$ cat src/rtl/cctu_pkg.sv
package cctu_pkg;

    // field widths
    localparam int unsigned KIND_W   = 2;
    localparam int unsigned SAMPLE_W = 32;
    localparam int unsigned COUNT_W  = 64;
    localparam int unsigned HZ_W     = 30;
    localparam int unsigned SEC_W    = 45;
    localparam int unsigned NS_W     = 30;
    localparam int unsigned PROD_W   = 60;
    localparam int unsigned STEP_W   = 7;
    localparam int unsigned ADDR_W   = 3;
    localparam int unsigned DATA_W   = 32;

    // clock kinds
    localparam logic [KIND_W-1:0] KIND_MONOTONIC = 2'd0;
    localparam logic [KIND_W-1:0] KIND_REALTIME  = 2'd1;

    // status codes
    localparam logic STATUS_OK          = 1'b0;
    localparam logic STATUS_UNSUPPORTED = 1'b1;

    // register index, taken from paddr[2]
    localparam logic REG_CLOCK_HZ = 1'b0;

    localparam logic [HZ_W-1:0]   HZ_RESET   = 30'd156000000;
    localparam logic [NS_W-1:0]   NS_PER_SEC = 30'd1000000000;
    localparam logic [STEP_W-1:0] SEC_STEPS  = 7'd64;
    localparam logic [STEP_W-1:0] NS_STEPS   = 7'd60;

    typedef enum logic [2:0] {
        ST_IDLE,
        ST_DIV_SEC,
        ST_MUL,
        ST_DIV_NS,
        ST_RESULT
    } t_state;

    typedef struct packed {
        logic              start;
        logic [STEP_W-1:0] steps;
    } t_div_ctl;

    typedef struct packed {
        logic busy;
        logic done;
    } t_div_sts;

endpackage

$ cat src/rtl/cctu_div.sv
module cctu_div (
    input  logic                          i_clk,
    input  logic                          i_rst_n,
    input  cctu_pkg::t_div_ctl            i_ctl,
    input  logic [cctu_pkg::COUNT_W-1:0]  i_dividend,
    input  logic [cctu_pkg::HZ_W-1:0]     i_divisor,
    output cctu_pkg::t_div_sts            o_sts,
    output logic [cctu_pkg::COUNT_W-1:0]  o_quot,
    output logic [cctu_pkg::HZ_W-1:0]     o_rem
);
    import cctu_pkg::*;

    // restoring divider, one quotient bit per cycle; quotient shifts in
    // at the bottom as the dividend shifts out at the top
    logic [COUNT_W-1:0] r_shift;
    logic [HZ_W-1:0]    r_rem;
    logic [HZ_W-1:0]    r_divisor;
    logic [STEP_W-1:0]  r_cnt;
    logic               r_busy;
    logic               r_done;

    logic [HZ_W+1:0] diff;
    logic            ge;
    logic [HZ_W-1:0] rem_next;

    always_comb begin
        diff     = {1'b0, r_rem, r_shift[COUNT_W-1]} - {2'b00, r_divisor};
        ge       = ~diff[HZ_W+1];
        rem_next = ge ? diff[HZ_W-1:0] : {r_rem[HZ_W-2:0], r_shift[COUNT_W-1]};
    end

    always_ff @(posedge i_clk) begin
        if (!i_rst_n) begin
            r_busy <= 1'b0;
            r_done <= 1'b0;
            r_cnt  <= '0;
        end else if (i_ctl.start) begin
            r_busy <= 1'b1;
            r_done <= 1'b0;
            r_cnt  <= i_ctl.steps;
        end else if (r_busy) begin
            r_cnt  <= r_cnt - 1'b1;
            r_busy <= (r_cnt != 7'd1);
            r_done <= (r_cnt == 7'd1);
        end else begin
            r_done <= 1'b0;
        end
    end

    always_ff @(posedge i_clk) begin
        if (i_ctl.start) begin
            r_shift   <= i_dividend;
            r_rem     <= '0;
            r_divisor <= i_divisor;
        end else if (r_busy) begin
            r_shift <= {r_shift[COUNT_W-2:0], ge};
            r_rem   <= rem_next;
        end
    end

    assign o_sts.busy = r_busy;
    assign o_sts.done = r_done;
    assign o_quot     = r_shift;
    assign o_rem      = r_rem;

endmodule

$ cat src/rtl/cycle_count_to_timespec_unit.sv
// Channel   Direction  Handshake           Payload
// request   in         i_valid / o_ready   i_clock_kind, i_counter_sample
// result    out        o_valid / i_ready   o_status, o_seconds, o_nanoseconds
// config    in         APB (psel/penable)  paddr, pwdata -> clock_hz; prdata reads back
//
// One request at a time. A supported request runs 64 divider steps for the seconds, then
// the product remainder * 1e9 and the divider restart, then 60 steps for the nanoseconds,
// the move to result and the output load.
// An unsupported clock kind goes straight to result and the output load, state unchanged.
// Synchronous active-low reset: clock_hz to 156 MHz, wrap count and previous sample to 0.
// A stalled result holds the sequencer in result and o_ready low.
module cycle_count_to_timespec_unit (
    input  logic                           i_clk,
    input  logic                           i_rst_n,
    // request
    input  logic                           i_valid,
    output logic                           o_ready,
    input  logic [cctu_pkg::KIND_W-1:0]    i_clock_kind,
    input  logic [cctu_pkg::SAMPLE_W-1:0]  i_counter_sample,
    // result
    output logic                           o_valid,
    input  logic                           i_ready,
    output logic                           o_status,
    output logic [cctu_pkg::SEC_W-1:0]     o_seconds,
    output logic [cctu_pkg::NS_W-1:0]      o_nanoseconds,
    // configuration
    input  logic                           psel,
    input  logic                           penable,
    input  logic                           pwrite,
    input  logic [cctu_pkg::ADDR_W-1:0]    paddr,
    input  logic [cctu_pkg::DATA_W-1:0]    pwdata,
    output logic [cctu_pkg::DATA_W-1:0]    prdata,
    output logic                           pready
);
    import cctu_pkg::*;

    // --- configuration register -------------------------------------
    logic [HZ_W-1:0] r_hz;
    logic            cfg_wr;

    assign pready = 1'b1;
    assign cfg_wr = psel & penable & pwrite & pready & (paddr[2] == REG_CLOCK_HZ);
    assign prdata = (paddr[2] == REG_CLOCK_HZ) ? {2'b00, r_hz} : '0;

    always_ff @(posedge i_clk) begin
        if (!i_rst_n) begin
            r_hz <= HZ_RESET;
        end else if (cfg_wr) begin
            r_hz <= pwdata[HZ_W-1:0];
        end
    end

    // --- counter extension state ------------------------------------
    logic [SAMPLE_W-1:0] r_wrap;
    logic [SAMPLE_W-1:0] r_prev;
    logic [SAMPLE_W-1:0] n_wrap;
    logic                in_xfer;
    logic                kind_ok;
    logic [HZ_W-1:0]     hz_eff;

    assign in_xfer = i_valid & o_ready;
    assign kind_ok = (i_clock_kind == KIND_MONOTONIC) || (i_clock_kind == KIND_REALTIME);
    // a sample below the previous one means the counter wrapped once
    assign n_wrap  = (i_counter_sample < r_prev) ? r_wrap + 1'b1 : r_wrap;
    // zero frequency behaves as 1 Hz
    assign hz_eff  = (r_hz == '0) ? {{(HZ_W-1){1'b0}}, 1'b1} : r_hz;

    always_ff @(posedge i_clk) begin
        if (!i_rst_n) begin
            r_wrap <= '0;
            r_prev <= '0;
        end else if (in_xfer && kind_ok) begin
            r_wrap <= n_wrap;
            r_prev <= i_counter_sample;
        end
    end

    // --- shared serial divider --------------------------------------
    t_div_ctl           div_ctl;
    t_div_sts           div_sts;
    logic [COUNT_W-1:0] div_dividend;
    logic [COUNT_W-1:0] div_quot;
    logic [HZ_W-1:0]    div_rem;

    cctu_div u_div (
        .i_clk      (i_clk),
        .i_rst_n    (i_rst_n),
        .i_ctl      (div_ctl),
        .i_dividend (div_dividend),
        .i_divisor  (hz_eff),
        .o_sts      (div_sts),
        .o_quot     (div_quot),
        .o_rem      (div_rem)
    );

    // --- sequencer --------------------------------------------------
    t_state r_state;
    t_state n_state;

    logic              r_err;
    logic [SEC_W-1:0]  r_secs;
    logic [PROD_W-1:0] r_prod;
    logic              cap_secs;
    logic              load_out;
    logic              out_free;

    assign out_free = ~o_valid | i_ready;

    always_comb begin
        n_state = r_state;
        unique case (r_state)
            ST_IDLE: begin
                if (in_xfer) begin
                    n_state = kind_ok ? ST_DIV_SEC : ST_RESULT;
                end
            end
            ST_DIV_SEC: begin
                if (div_sts.done) begin
                    n_state = ST_MUL;
                end
            end
            ST_MUL: begin
                n_state = ST_DIV_NS;
            end
            ST_DIV_NS: begin
                if (div_sts.done) begin
                    n_state = ST_RESULT;
                end
            end
            ST_RESULT: begin
                if (out_free) begin
                    n_state = ST_IDLE;
                end
            end
            default: begin
                n_state = ST_IDLE;
            end
        endcase
    end

    always_comb begin
        o_ready       = 1'b0;
        div_ctl.start = 1'b0;
        div_ctl.steps = SEC_STEPS;
        div_dividend  = {n_wrap, i_counter_sample};
        cap_secs      = 1'b0;
        load_out      = 1'b0;
        unique case (r_state)
            ST_IDLE: begin
                o_ready       = 1'b1;
                div_ctl.start = in_xfer & kind_ok;
            end
            ST_DIV_SEC: begin
                cap_secs = div_sts.done;
            end
            ST_MUL: begin
                // product sits in the top 60 bits so 60 steps leave the quotient low
                div_ctl.start = 1'b1;
                div_ctl.steps = NS_STEPS;
                div_dividend  = {r_prod, {(COUNT_W-PROD_W){1'b0}}};
            end
            ST_DIV_NS: begin
            end
            ST_RESULT: begin
                load_out = out_free;
            end
            default: begin
            end
        endcase
    end

    always_ff @(posedge i_clk) begin
        if (!i_rst_n) begin
            r_state <= ST_IDLE;
            r_err   <= 1'b0;
        end else begin
            r_state <= n_state;
            if (in_xfer) begin
                r_err <= ~kind_ok;
            end
        end
    end

    // seconds saturate at 45 bits; remainder scaled to nanoseconds
    always_ff @(posedge i_clk) begin
        if (cap_secs) begin
            r_secs <= (|div_quot[COUNT_W-1:SEC_W]) ? '1 : div_quot[SEC_W-1:0];
            r_prod <= PROD_W'(div_rem) * PROD_W'(NS_PER_SEC);
        end
    end

    // --- output register --------------------------------------------
    always_ff @(posedge i_clk) begin
        if (!i_rst_n) begin
            o_valid <= 1'b0;
        end else if (load_out) begin
            o_valid <= 1'b1;
        end else if (i_ready) begin
            o_valid <= 1'b0;
        end
    end

    always_ff @(posedge i_clk) begin
        if (load_out) begin
            o_status      <= r_err ? STATUS_UNSUPPORTED : STATUS_OK;
            o_seconds     <= r_err ? '0 : r_secs;
            o_nanoseconds <= r_err ? '0 : div_quot[NS_W-1:0];
        end
    end

`ifndef NO_ASSERTIONS
    // no request is taken while the divider still works on the last one
    a_idle_div: assert property (@(posedge i_clk) disable iff (!i_rst_n)
        o_ready |-> !div_sts.busy)
        else $error("request taken while divider busy");

    // an error result carries zero time
    a_err_zero: assert property (@(posedge i_clk) disable iff (!i_rst_n)
        (o_valid && o_status == STATUS_UNSUPPORTED) |->
            (o_seconds == '0 && o_nanoseconds == '0))
        else $error("error result with non-zero time");

    // sub-second part always below one second
    a_ns_range: assert property (@(posedge i_clk) disable iff (!i_rst_n)
        o_valid |-> (o_nanoseconds < NS_PER_SEC))
        else $error("nanoseconds out of range");

    // counter extension state moves only on a request transfer
    a_state_hold: assert property (@(posedge i_clk) disable iff (!i_rst_n)
        (i_rst_n && !in_xfer) |=> ($stable(r_wrap) && $stable(r_prev)))
        else $error("wrap state changed without a transfer");
`endif

endmodule

$ cat config.mk
export PLATFORM = sky130hd
export DESIGN_NAME = cycle_count_to_timespec_unit
export DESIGN_NICKNAME = d
export VERILOG_FILES = /design/src/rtl/cctu_pkg.sv /design/src/rtl/cctu_div.sv /design/src/rtl/cycle_count_to_timespec_unit.sv
export SDC_FILE = /design/constraint.sdc
export NUM_CORES = 2
export LEC_CHECK = 0
export ABC_AREA = 1
export BUFFER_PORTS_ARGS = -buffer_cell sky130_fd_sc_hd__buf_4
export CORE_MARGIN = 4
export CORE_UTILIZATION = 45
export CTS_BUF_LIST = sky130_fd_sc_hd__clkbuf_16
export DETAILED_ROUTE_END_ITERATION = 10
export SETUP_SLACK_MARGIN = 0.15
export SKIP_LAST_GASP = 1
export SYNTH_ARGS = -nofsm -noshare
export SYNTH_HDL_FRONTEND = slang
export SYNTH_SLANG_ARGS = --single-unit
$ cat constraint.sdc
create_clock -name i_clk -period 5.2 [get_ports i_clk]
set_input_delay 1.04 -clock i_clk [delete_from_list [all_inputs] [get_ports i_clk]]
set_output_delay 1.04 -clock i_clk [all_outputs]
set_load 0.01 [all_outputs]
==> run metrics <==
status=finished, violations left; failing checks=setup timing; register area=10800 um2; commonest non-fill, non-tap cell in the layout=inv_1; fraction of registers with async set or reset after synthesis=0%; M1 WL=40.3 mm; TritonCTS clock tree=done; wire length per cell=17.1 um; Slew @ Worst Pin=961 ps; Net Sw Frac=36.3%; Hold Path Class=register to register; worst vdd ir=0.000261 V; clk_lat worst skew=590 ps; clock-pin slew on the worst setup and hold paths=60 ps; CP max stage cell=fa_2; DRT iter0 DRCs=1626; crit-path cells=buf_4 -> ha_1 -> inv_2 -> fa_1 -> inv_1 -> fa_2 -> inv_1 -> fa_2 -> fa_1 -> fa_1 -> inv_1 -> fa_1 -> ha_4 -> nand2_4 -> buf_4 -> nor2_4 -> inv_4 -> nor2_4 -> and3_4 -> nand3_1 -> nand4_1 -> xor2_1; Critical R2R Capture=r_prod[49]; Critical Path Max Stage Delay=590 ps; most used cell, CP=fa_1; register share of total power=37.4%; drt drc=0; largest net degree at the start of global routing=78; root cell of the clock tree=clkbuf_16; delay-heaviest family, CP=adder cells; synth unique cells=55; GRT overflow=0; CTS Buffer Depth=3; clk sinks=404; most frequent cells in the layout=inv_1, nand2_1, buf_4, fa_1, edfxtp_1; ANT nets after route=0; DR vias=26000; Clock Skew=33.2 ps; final setup vio count=34; DR pass1 iterations=5; first-pass GRT wire length=141 mm; Final Non-Filler Cells=5270; Post-synth EDFFs=266; chip height=278 um; synthesized flop and latch total=404; Cells after DPL=5141; die area=77500 um2; leakage power=19.6 nW; top_reg_cell synth=edfxtp_1; met3 wire length=4.04 mm; Num CTS Buffers=47; Critical Path RT=5510 ps; # fillers=6426; CP max FO=6; core footprint=72000 um2; endpoints failing hold=0; Gate power share=36.2%; highest routed layer=met4; H-tree lvl count=2; GRT Overall Usage=22.8%; die width=278 um; multi-input logic area=20400 um2; endpoint type of the worst setup path=register; achievable frequency=0.175 GHz; max-cap violation count=0; RSZ-0062 raised after global routing=true; Final #Nets=4967; wire length on met2=42.7 mm; element type at the critical path start=register; share of cells above drive strength 1=23.4%; flop-to-flop setup slack=-510 ps; Tcrit/Tclk final=110%; HPWL after detailed placement=73.1 mm; data arrival time at the worst-slack endpoint=6020 ps; crit path to=r_prod[49]; synth top area cells=edfxtp_1, fa_1, ha_1, inv_1, nand2_1; critical path class=register to register; NetSw=4.41 mW; Worst path depth=22; P_int=7.72 mW; max_slew headroom=35.9%; port bufs=178; Setup WS post-layout=-506 ps; initial antenna violation count=0; vias in the first global route=25700; Antenna Cells=0; largest area contributor in the netlist=edfxtp_1; Setup WS pre-CTS=-630 ps; Hold Buf Count CTS=0; register area share after synthesis=32.7%; Final Max Tran Viols=0; Post-Synthesis Mean Instance Area=8.62 um2; Final Instance Area=41300 um2; Worst R2R Start=u_div.o_rem[11]; # IOs=187; r2r worst-path depth=22; # rows=98; area grow syn2layout=25.5%; Syn Inst Count=3818; clock power share=26.4%; Buf+Inv Stages, Crit Path=7; Vias/cell=4.93; Initial Util=45.7%; Cell Area, Placed=37700 um2; yosys warns=0; GPL Wtd Cong=0.977; PD cells=294 nW/um2; beginning of the critical path=u_div.o_rem[11]; Synth top area share=24.3%; Tmin final=5710 ps; Post-Route WL=90.0 mm; post-synthesis cell area=32900 um2
## kinds of logic after synthesis
group	Yosys count	synth area share (%)
simple gates	1345	16.8
buf+inv	969	11.3
fa+ha+maj	610	29.8
flops	404	32.7
compound gates	403	7.11
xor+xnor	85	2.26
other cells	2	0.0228
## Yosys cell counts, types with 51 or more instances
| master | instances |
|---|---|
| xor2_1 | 51 |
| nor2_1 | 307 |
| o21ai_0 | 109 |
| nand3_1 | 141 |
| clkbuf_1 | 78 |
| fa_1 | 291 |
| edfxtp_1 | 266 |
| ha_1 | 319 |
| inv_1 | 849 |
| a21oi_1 | 154 |
| nand2_1 | 787 |
| dfxtp_1 | 138 |
## registers in the layout, indices dropped and copies added, names as in the netlist
register         cells
r_wrap              32
o_valid              1
r_prev              32
o_nanoseconds       30
o_seconds           45
r_err                1
u_div.r_divisor     30
u_div.o_rem         30
o_status             1
r_state              3
u_div.o_quot        64
u_div.r_done         1
r_prod              51
u_div.r_busy         1
r_hz                30
r_secs              45
u_div.r_cnt          7
## per-stage QoR
stage | setup TNS, ps | power [mW] | hold WS, ps | utilization [%]
floorplan | -196 | 7.12 | 441 | -
global placement | -14410 | 8.63 | 414 | 52.3
detailed placement | -15430 | 8.69 | 415 | 52.3
CTS | -12060 | 12.1 | 430 | 56.0
global route | -18960 | 12.8 | 447 | 57.4
finish | -13160 | 12.1 | 429 | 57.4
## power by group through the flow
stage / Combinational, mW / Clock, mW / Sequential, mW
2_1_floorplan: 2.54 / 0 / 4.58
3_3_place_gp: 4.04 / 0 / 4.60
3_5_place_dp: 4.08 / 0 / 4.61
4_1_cts: 4.29 / 3.27 / 4.55
5_1_grt: 4.86 / 3.39 / 4.59
6_report: 4.39 / 3.20 / 4.54
## routing by layer
metal | vias to the layer above | GRT usage (%)
met5 | - | 0
met4 | 0 | 6.99
met3 | 104 | 2.35
met2 | 590 | 38.0
met1 | 12400 | 31.5
li1 | 12900 | -
## cell type report
type	count	share of cell area, %
clock buffers	48	2.91
clock inverters	40	0.712
well taps	950	2.88
multi-input cells	2446	49.5
flip-flops and latches	404	26.2
repair buffers	526	9.91
inverters	856	7.88
## worst min path at each step
stage	slack (ps)	depth (start not counted)	start	end
floorplan	440	2	r_prev[0]	r_prev[0]
global placement	410	0	r_hz[3]	u_div.r_divisor[3]
detailed placement	420	0	r_hz[4]	u_div.r_divisor[4]
CTS	430	0	r_hz[4]	u_div.r_divisor[4]
global route	450	0	r_hz[4]	u_div.r_divisor[4]
finish	430	0	r_hz[4]	u_div.r_divisor[4]
## worst register-to-register path: stages (launching register included)
cell     delay (ps)
dfxtp_4         380
buf_4           160
ha_1            280
inv_2            60
fa_1            480
inv_1            70
fa_2            530
inv_1            60
fa_2            590
fa_1            420
fa_1            490
inv_1            50
fa_1            470
ha_4            370
nand2_4          90
buf_4           140
nor2_4          100
inv_4            70
nor2_4          110
and3_4          200
nand3_1         110
nand4_1         140
xor2_1           70
## what timing repair did
action / in CTS / in global routing
endpoints found under the setup margin: 37 / 38
setup buffers: 18 / 23
pin swaps: 92 / 91
gates cloned: 0 / 0
gates resized for setup: 239 / 191
No activity file was read; power rests on OpenSTA's default activity.
